**config.mk**
```make
export PLATFORM = sky130hd
export DESIGN_NAME = c_string_literal_unescaper_flat
export DESIGN_NICKNAME = d
export VERILOG_FILES = /design/src/hw/rtl/csu_pkg.sv /design/src/hw/rtl/csu_if.sv /design/src/hw/rtl/c_string_literal_unescaper.sv /design/src/hw/rtl/csu_step.sv /design/src/flat_wrapper.sv
export SDC_FILE = /design/constraint.sdc
export NUM_CORES = 1
export LEC_CHECK = 0
export BUFFER_PORTS_ARGS = -buffer_cell sky130_fd_sc_hd__buf_2
export CAP_MARGIN = 20
export CORE_UTILIZATION = 30
export DETAILED_ROUTE_END_ITERATION = 10
export SYNTH_ARGS = -nofsm -noshare
export SYNTH_HDL_FRONTEND = slang
export SYNTH_HIERARCHICAL = 1
export SYNTH_SLANG_ARGS = --single-unit
```
**constraint.sdc**
```tcl
create_clock -name clk_i -period 3.7 [get_ports clk_i]
set_input_delay 0.74 -clock clk_i [delete_from_list [all_inputs] [get_ports clk_i]]
set_output_delay 0.74 -clock clk_i [all_outputs]
set_load 0.02 [all_outputs]
```
**src/hw/rtl/csu_pkg.sv**
```systemverilog
// Shared types, character constants and decode functions for the C string unescaper.
package csu_pkg;

  // Character codes the decoder looks for.
  localparam logic [7:0] CH_QUOTE     = 8'h22;
  localparam logic [7:0] CH_BACKSLASH = 8'h5C;
  localparam logic [7:0] CH_SQUOTE    = 8'h27;
  localparam logic [7:0] CH_X         = 8'h78;
  localparam logic [7:0] CH_N         = 8'h6E;
  localparam logic [7:0] CH_T         = 8'h74;
  localparam logic [7:0] CH_R         = 8'h72;
  localparam logic [7:0] CH_B         = 8'h62;
  localparam logic [7:0] CH_F         = 8'h66;
  localparam logic [7:0] CH_V         = 8'h76;
  localparam logic [7:0] CH_A         = 8'h61;
  localparam logic [7:0] CH_ZERO      = 8'h30;
  localparam logic [7:0] CH_NUL       = 8'h00;

  // Decoder phase. Codes 6 and 7 are unused and behave like PH_ERR.
  typedef enum logic [2:0] {
    PH_OPEN = 3'd0,
    PH_BODY = 3'd1,
    PH_ESC  = 3'd2,
    PH_HEXH = 3'd3,
    PH_HEXL = 3'd4,
    PH_ERR  = 3'd5
  } phase_e;

  // Kind of a result word.
  typedef enum logic [1:0] {
    KIND_DATA = 2'd0,
    KIND_OK   = 2'd1,
    KIND_BAD  = 2'd2
  } kind_e;

  // Decoder state carried from byte to byte.
  typedef struct packed {
    phase_e     phase;
    logic [3:0] nibble;
  } csu_state_t;

  // Result of one decoder step.
  typedef struct packed {
    logic       emit;
    logic [7:0] out_byte;
    kind_e      kind;
  } csu_res_t;

  // Hex digit value: bit 4 set means the byte is a valid hex digit.
  function automatic logic [4:0] hex_nibble(input logic [7:0] b);
    logic [4:0] r;
    r = 5'd0;
    if (b >= 8'h30 && b <= 8'h39) begin
      r = {1'b1, b[3:0]};
    end else if ((b >= 8'h61 && b <= 8'h66) || (b >= 8'h41 && b <= 8'h46)) begin
      r = {1'b1, b[3:0] + 4'd9};
    end
    return r;
  endfunction

  // Simple escape letter: bit 8 set means the escape is accepted.
  // The NUL escape and every unknown letter come back as not accepted.
  function automatic logic [8:0] simple_escape(input logic [7:0] b);
    logic [8:0] r;
    case (b)
      CH_N:         r = {1'b1, 8'h0A};
      CH_T:         r = {1'b1, 8'h09};
      CH_R:         r = {1'b1, 8'h0D};
      CH_BACKSLASH: r = {1'b1, CH_BACKSLASH};
      CH_SQUOTE:    r = {1'b1, CH_SQUOTE};
      CH_QUOTE:     r = {1'b1, CH_QUOTE};
      CH_B:         r = {1'b1, 8'h08};
      CH_F:         r = {1'b1, 8'h0C};
      CH_V:         r = {1'b1, 8'h0B};
      CH_A:         r = {1'b1, 8'h07};
      default:      r = {1'b0, CH_NUL};
    endcase
    return r;
  endfunction

endpackage

```
**src/hw/rtl/csu_if.sv**
```systemverilog
// Stream interfaces for raw token bytes and for decoded result words.
interface csu_in_if;
  logic       valid;
  logic       ready;
  logic [7:0] in_byte;
  logic       is_last;

  modport source (output valid, output in_byte, output is_last, input ready);
  modport sink (input valid, input in_byte, input is_last, output ready);
endinterface

interface csu_out_if;
  logic            valid;
  logic            ready;
  logic [7:0]      out_byte;
  csu_pkg::kind_e  kind;

  modport source (output valid, output out_byte, output kind, input ready);
  modport sink (input valid, input out_byte, input kind, output ready);
endinterface

```
**src/hw/rtl/c_string_literal_unescaper.sv**
```systemverilog
// Top level of the C string literal unescaper: input stage, decoder state and result stage.
//
//   channel | dir | payload             | word
//   in_i    | in  | in_byte, is_last    | one raw byte of a quoted token
//   out_o   | out | out_byte, kind      | a decoded byte or the token verdict
//
// One byte per cycle while out_o is not stalled: a byte is decoded combinationally
// once it lands in the input stage, and its result word is registered onto out_o.
// The input stage holds one byte while a result word waits on out_o, so a stall on
// the output side does not hold off the input until both stages are full.
// Reset returns the decoder to waiting for an opening quote and empties both stages.
module c_string_literal_unescaper (
  input  logic     clk_i,
  input  logic     rst_ni,
  csu_in_if.sink   in_i,
  csu_out_if.source out_o
);
  import csu_pkg::*;

  logic       in_valid_q;
  logic [7:0] in_byte_q;
  logic       in_last_q;
  csu_state_t state_q;
  csu_state_t state_d;
  csu_res_t   res;
  logic       out_valid_q;
  logic [7:0] out_byte_q;
  kind_e      out_kind_q;
  logic       out_free;
  logic       advance;

  csu_step u_step (
    .state_i (state_q),
    .byte_i  (in_byte_q),
    .last_i  (in_last_q),
    .state_o (state_d),
    .res_o   (res)
  );

  // A held byte retires when it makes no word or the result stage can take its word.
  assign out_free = !out_valid_q || out_o.ready;
  assign advance  = in_valid_q && (!res.emit || out_free);
  assign in_i.ready = !in_valid_q || advance;

  // Input stage.
  always_ff @(posedge clk_i or negedge rst_ni) begin
    if (!rst_ni) begin
      in_valid_q <= 1'b0;
    end else if (in_i.ready) begin
      in_valid_q <= in_i.valid;
    end
  end

  always_ff @(posedge clk_i) begin
    if (in_i.ready && in_i.valid) begin
      in_byte_q <= in_i.in_byte;
      in_last_q <= in_i.is_last;
    end
  end

  // Decoder state.
  always_ff @(posedge clk_i or negedge rst_ni) begin
    if (!rst_ni) begin
      state_q.phase  <= PH_OPEN;
      state_q.nibble <= 4'd0;
    end else if (advance) begin
      state_q <= state_d;
    end
  end

  // Result stage.
  always_ff @(posedge clk_i or negedge rst_ni) begin
    if (!rst_ni) begin
      out_valid_q <= 1'b0;
    end else if (out_free) begin
      out_valid_q <= advance && res.emit;
    end
  end

  always_ff @(posedge clk_i) begin
    if (out_free && advance && res.emit) begin
      out_byte_q <= res.out_byte;
      out_kind_q <= res.kind;
    end
  end

  assign out_o.valid    = out_valid_q;
  assign out_o.out_byte = out_byte_q;
  assign out_o.kind     = out_kind_q;

endmodule

```
**src/hw/rtl/csu_step.sv**
```systemverilog
// Combinational decode of one token byte against the current decoder state.
module csu_step (
  input  csu_pkg::csu_state_t state_i,
  input  logic [7:0]          byte_i,
  input  logic                last_i,
  output csu_pkg::csu_state_t state_o,
  output csu_pkg::csu_res_t   res_o
);
  import csu_pkg::*;

  logic [4:0] hex;
  logic [8:0] esc;

  assign hex = hex_nibble(byte_i);
  assign esc = simple_escape(byte_i);

  // Next state.
  always_comb begin
    state_o = state_i;
    if (last_i) begin
      state_o.phase  = PH_OPEN;
      state_o.nibble = 4'd0;
    end else begin
      unique case (state_i.phase)
        PH_OPEN: state_o.phase = (byte_i == CH_QUOTE) ? PH_BODY : PH_ERR;
        PH_BODY: begin
          if (byte_i == CH_BACKSLASH) state_o.phase = PH_ESC;
        end
        PH_ESC: begin
          if (byte_i == CH_X) state_o.phase = PH_HEXH;
          else if (esc[8]) state_o.phase = PH_BODY;
          else state_o.phase = PH_ERR;
        end
        PH_HEXH: begin
          if (hex[4]) begin
            state_o.phase  = PH_HEXL;
            state_o.nibble = hex[3:0];
          end else begin
            state_o.phase = PH_ERR;
          end
        end
        PH_HEXL: begin
          if (hex[4]) begin
            state_o.phase  = PH_BODY;
            state_o.nibble = 4'd0;
          end else begin
            state_o.phase = PH_ERR;
          end
        end
        default: state_o.phase = PH_ERR;
      endcase
    end
  end

  // Result word.
  always_comb begin
    res_o.emit     = 1'b0;
    res_o.out_byte = CH_NUL;
    res_o.kind     = KIND_DATA;
    if (last_i) begin
      // The final byte always closes the token with a verdict.
      res_o.emit = 1'b1;
      res_o.kind = (state_i.phase == PH_BODY && byte_i == CH_QUOTE) ? KIND_OK : KIND_BAD;
    end else begin
      unique case (state_i.phase)
        PH_BODY: begin
          if (byte_i != CH_BACKSLASH) begin
            res_o.emit     = 1'b1;
            res_o.out_byte = byte_i;
          end
        end
        PH_ESC: begin
          if (byte_i != CH_X && esc[8]) begin
            res_o.emit     = 1'b1;
            res_o.out_byte = esc[7:0];
          end
        end
        PH_HEXL: begin
          if (hex[4]) begin
            res_o.emit     = 1'b1;
            res_o.out_byte = {state_i.nibble, hex[3:0]};
          end
        end
        default: res_o.emit = 1'b0;
      endcase
    end
  end

endmodule

```
**src/flat_wrapper.sv**
```systemverilog
// flat-port wrapper written by rule: the top's interface ports become plain ports
module c_string_literal_unescaper_flat import csu_pkg::*;
  (clk_i, rst_ni, in_i_valid, in_i_in_byte, in_i_is_last, in_i_ready, out_o_valid, out_o_out_byte, out_o_kind, out_o_ready);
  csu_in_if in_i_i ();
  csu_out_if out_o_i ();
  input  logic clk_i;
  input  logic rst_ni;
  input wire logic [$bits(in_i_i.valid)-1:0] in_i_valid;
  input wire logic [$bits(in_i_i.in_byte)-1:0] in_i_in_byte;
  input wire logic [$bits(in_i_i.is_last)-1:0] in_i_is_last;
  output wire logic [$bits(in_i_i.ready)-1:0] in_i_ready;
  output wire logic [$bits(out_o_i.valid)-1:0] out_o_valid;
  output wire logic [$bits(out_o_i.out_byte)-1:0] out_o_out_byte;
  output wire logic [$bits(out_o_i.kind)-1:0] out_o_kind;
  input wire logic [$bits(out_o_i.ready)-1:0] out_o_ready;
  assign in_i_i.valid = in_i_valid;
  assign in_i_i.in_byte = in_i_in_byte;
  assign in_i_i.is_last = in_i_is_last;
  assign in_i_ready = in_i_i.ready;
  assign out_o_valid = out_o_i.valid;
  assign out_o_out_byte = out_o_i.out_byte;
  assign out_o_kind = out_o_i.kind;
  assign out_o_i.ready = out_o_ready;
  c_string_literal_unescaper u_core (.clk_i(clk_i), .rst_ni(rst_ni), .in_i(in_i_i), .out_o(out_o_i));
endmodule
```
Word-level counts from Yosys, hierarchy flattened

Cells that the tools add are included.

Memories: 0
Bits in read-only memories: 0
Input port bits: 13
Bits in registers: 28
Bits in latches: 0
Logic and storage cells: 77
Output and inout port bits: 12
RAM bits: 0

Shift operators: 0
Reduce and logical (&&, ||, !) cells: 21
$add $sub $neg: 1
Multiplexer cells: 21
Eq/ne operators: 20
Bitwise gates (word level): 0
$mul: 0
Order comparisons: 6
Divide/modulo/power cells: 0

Operators by type and width:

| operator            | count |
|---|---|
| $pmux 9 s10         | 1 |
| $eq 8x7->1 const B  | 9 |
| $mux 9              | 3 |
| $pmux 8 s3          | 1 |
| $eq 8x6->1 const B  | 2 |
| $ge 8x7->1 const B  | 2 |
| $le 8x7->1 const B  | 2 |
| $ne 8x7->1 const B  | 2 |
| $mux 3              | 5 |
| $pmux 3 s5          | 1 |
| $logic_and 1x1->1   | 10 |
| $mux 5              | 2 |
| $ne 3x2->1 const B  | 3 |
| $ge 8x6->1 const B  | 1 |
| $le 8x6->1 const B  | 1 |
| $mux 4              | 2 |
| $pmux 4 s2          | 1 |
| $mux 7              | 1 |
| $eq 3x2->1 const B  | 2 |
| $add 4x4->4 const B | 1 |
| $logic_or 1x1->1    | 4 |
| $reduce_and 4->1    | 1 |
| $eq 3x1->1 const B  | 1 |
| $eq 3x3->1 const B  | 1 |
| other kinds (7)     | 10 |

Longest topological paths before layout

Word-level depth: 13
Gate-level depth with buffers: 11
Mapped depth without buffers: 9

Hierarchy

Netlist, hierarchy kept.

Modules (own cells, without submodules):

| module                     | cells an instance | times used | area each (um^2) |
|---|---|---|---|
| c_string_literal_unescaper | 70                | 1          | 1103.6 |
| csu_step                   | 126               | 1          | 844.6 |

Worst setup path after synthesis

No wires, ideal clock.

Path kind: register to output
Start point: reg u_core.in_byte_q[4]
End point: out in_i_ready
Buffers on the path: 2
Arrival time: 2.159 ns
Data required time: 2.960 ns
Path slack: 0.801 ns
Cell stages (with the launch flop): 9
Cells stage by stage: edfxtp_1 > buf_6 > or4b_4 > a211o_4 > a21oi_4 > nor3_1 > o21ai_0 > buf_6 > nand4b_1

RTL lines:

| item                   | RTL line                         | RTL |
|---|---|---|
| from (decl)            | c_string_literal_unescaper.sv:21 | `logic [7:0] in_byte_q;` |
| from (signal assigned) | c_string_literal_unescaper.sv:56 | `in_byte_q <= in_i.in_byte;` |
| to (decl)              | flat_wrapper.sv:11               | `output wire logic [$bits(in_i_i.ready)-1:0] in_i_ready;` |

==> flow_summary.toml <==
[setup_path]
worst_ep_arrival_time_ns = 2.72
worstSetupPathType = "flip-flop to primary output"
cp.required_ns = 2.96
crit_path_start_kind = "flip-flop"
endpoint_kind = "primary output"
cp_max_fo = 8

[pwr]
report.power.total_uw = 809.9
leakagePower_uw = 0.0008283
cellPowerDensity_nw_per_um2 = 373.7
vdd.ir_drop.worst_uv = 159.1

[clocking]
clock_tree_from_tritoncts = "done"
post_cts_resized = 0
sink_count_of_the_clock_tree = 28
postCtsSetupRepairBufs = 0
clockRootBuffer = "clkbuf_8"
cts-buffers-inserted = 3
hold_buffers = 0
max-clock-path-buffers = 2
worst_skew_pair_latency_ns = 0.27
cts.htree.levels = 1
post_cts_clock_slew_at_the_launch_and_capture_registers_of_the_worst_setup_and_hold_paths_ns = 0.09

[global_route]
grt.met3_usage = 0.02747
global_route.usage.met1 = 0.1964
overflow = 0
top_usage_layer = "met2"
grt_start_max_net_pins = 17
grt_first_pass_wirelength_um = 7217
first_global_vias = 1489
track_usage = 0.1392
antenna_found_initial = 0
met2_usage = 0.2215

[timing]
timing.clock.skew_ns = 0.005464
slew_violations = 0
timing.final.crit_share = 0.9346
max_slew_margin = 0.6060
hold_viol_final = 0
grt_setup_unrepaired = "no"
setup_viol_count_final = 0
min_period_ns = 3.458
tns_ns = 0
worst_margin_pin_slew_ns = 0.5828
clock.fmax_mhz = 289.2

[routing]
drtPass1Iterations = 4
drt_iter0_markers = 248
ant_nets = 0
via_count = 1617
drc_errors = 0
route.detailed.vias_per_inst = 5.557
totalWireLength_um = 4401
avgRoutedWirePerCell_um = 15.12

[floorplan]
total_die_area_um2 = 6820
design.core.area_um2 = 6096
die_h_um = 82.59
initial_core_util = 0.3196
ios = 25
row_count = 28
die_w_um = 82.59

[synth]
synth.distinct_cells = 55
synth.cell_area_um2 = 1948
synth.net_count = 214
syn-instance-count = 196
synth_edf_count = 19
warnings_synthesis = 6
async_flop_share = 0.3214
synth_seq_area_share = 0.4085
synth_area_per_cell_um2 = 9.939
ys_seq_elements = 28
synthFlopType = "edfxtp_1"

[worst_hold_path]
worst_hold_path_type = "input port to async pin"

[placement]
dp_cells = 287
dp.final_hpwl_um = 3297
number_of_buffers_inserted_by_port_buffering = 24
dpl-instance-area_um2 = 2117
place.gp.congestion = 0.8993

[cells_and_area]
multiInputGateArea_um2 = 1060
layout.cells.non_filler = 291
ff_latch_area_um2 = 795.8
final_core_util = 0.3555
fill_cells = 624
area.growth.synth_to_final_pct = 11.24
nets = 235
insertedDiodeCount = 0
final_design_area_no_fill_um2 = 2167
final_layout_size_suffix_gt1_frac = 0.2176

[status]
status = "finished, final reports clean"

[job]
max_capacitance_violation_count = 0
synthesized netlist by cell type, types with 6 or more instances:
cell | count | area, um2
edfxtp_1 | 19 | 570.6
nand2_1 | 19 | 71.32
o21ai_0 | 11 | 55.05
a21oi_1 | 10 | 50.05
nand4b_1 | 10 | 87.58
nor2_1 | 10 | 37.54
dfrtp_1 | 9 | 225.2
nand2b_1 | 9 | 56.30
o211ai_2 | 7 | 87.58
buf_2 | 6 | 30.03
inv_1 | 6 | 22.52
critical path, cell delays in order, from the launching register on:
cell	delay, ns
edfxtp_1	0.52
inv_1	0.21
ha_1	0.24
nand4b_1	0.23
a21boi_0	0.21
o21bai_1	0.22
nor3_1	0.12
o21ai_0	0.29
nand4b_1	0.19
buf_2	0.21
per-stage QoR:
stage                     hold WS [ns]  setup slack (ns)
after floorplan                 0.4444            0.8012
after global placement          0.5575            0.6545
after detailed placement        0.5570            0.5075
after CTS                       0.3043            0.1987
after global routing            0.3108           0.02189
final                           0.3013            0.2418
per-layer routing:
| metal | routed length, um | share of wire |
|---|---|---|
| met5 | 0 | 0 |
| met4 | 76 | 0.017 |
| met3 | 244 | 0.055 |
| met2 | 1996 | 0.45 |
| met1 | 2083 | 0.47 |
layout make-up:
class	instances	share of cell area
Multi-Input combinational cell	150	0.4890
Sequential cell	28	0.3672
Timing Repair Buffer	28	0.06928
Tap cell	75	0.04330
Clock buffer	4	0.02079
Inverter	6	0.01039
sequential cells by signal (all words and copies together) (netlist names):
register               cells
u_core/in_byte_q           8
u_core/out_o.out_byte      8
u_core/state_q             7
u_core/out_o.kind          2
u_core/in_last_q           1
u_core/in_valid_q          1
u_core/out_o.valid         1
cell usage in the layout (no fill, tap or decap), drive strengths merged, types with 6 or more instances in the layout:
cell / n
buf: 28
nand2: 19
edfxtp: 19
o21ai: 12
a21oi: 11
nor2: 11
nand4b: 10
nand2b: 9
dfrtp: 9
o211ai: 8
inv: 6
cell families (layout without fill, tap and decap cells):
kind of cell	count (synthesis)	in the layout	synth area share
buffers and inverters	18	38	0.05009
XOR/XNOR	2	2	0.008993
AO/OA/AOI/OAI	61	61	0.2428
multiplexers	1	1	0.005780
AND/OR/NAND/NOR	81	81	0.2518
adder cells (fa/ha/maj)	5	5	0.03211
flip-flops	28	28	0.4085
power breakdown:
group / total (uW) / internal, uW / switching [uW] / leakage (uW)
logic: 222 / 89.4 / 133 / 0.000503
registers: 421 / 373 / 47.6 / 0.000302
clock network: 167 / 77.2 / 89.9 / 0.0000228
total: 810 / 540 / 270 / 0.000828
final timing paths:
| kind | startpoint | to | slack (ns) | cells past startpoint |
|---|---|---|---|---|
| worst min register to register | u_core/state_q[1]$_DFFE_PN0N_ | u_core/state_q[1]$_DFFE_PN0N_ | 0.59 | 2 |
| max in group asynchronous | rst_ni | u_core/state_q[1]$_DFFE_PN0N_ | 3.21 | 1 |
| min in group clk_i | u_core/state_q[1]$_DFFE_PN0N_ | u_core/state_q[1]$_DFFE_PN0N_ | 0.59 | 2 |
| worst min-delay path | rst_ni | u_core/state_q[6]$_DFFE_PN0N_ | 0.30 | 1 |
| worst max-delay path | u_core/in_byte_q[0]$_DFFE_PP_ | in_i_ready | 0.24 | 9 |
| worst max register to register | u_core/in_byte_q[0]$_DFFE_PP_ | u_core/out_o.out_byte[1]$_DFFE_PP_ | 0.73 | 11 |
No activity file was read; power rests on OpenSTA's default activity.
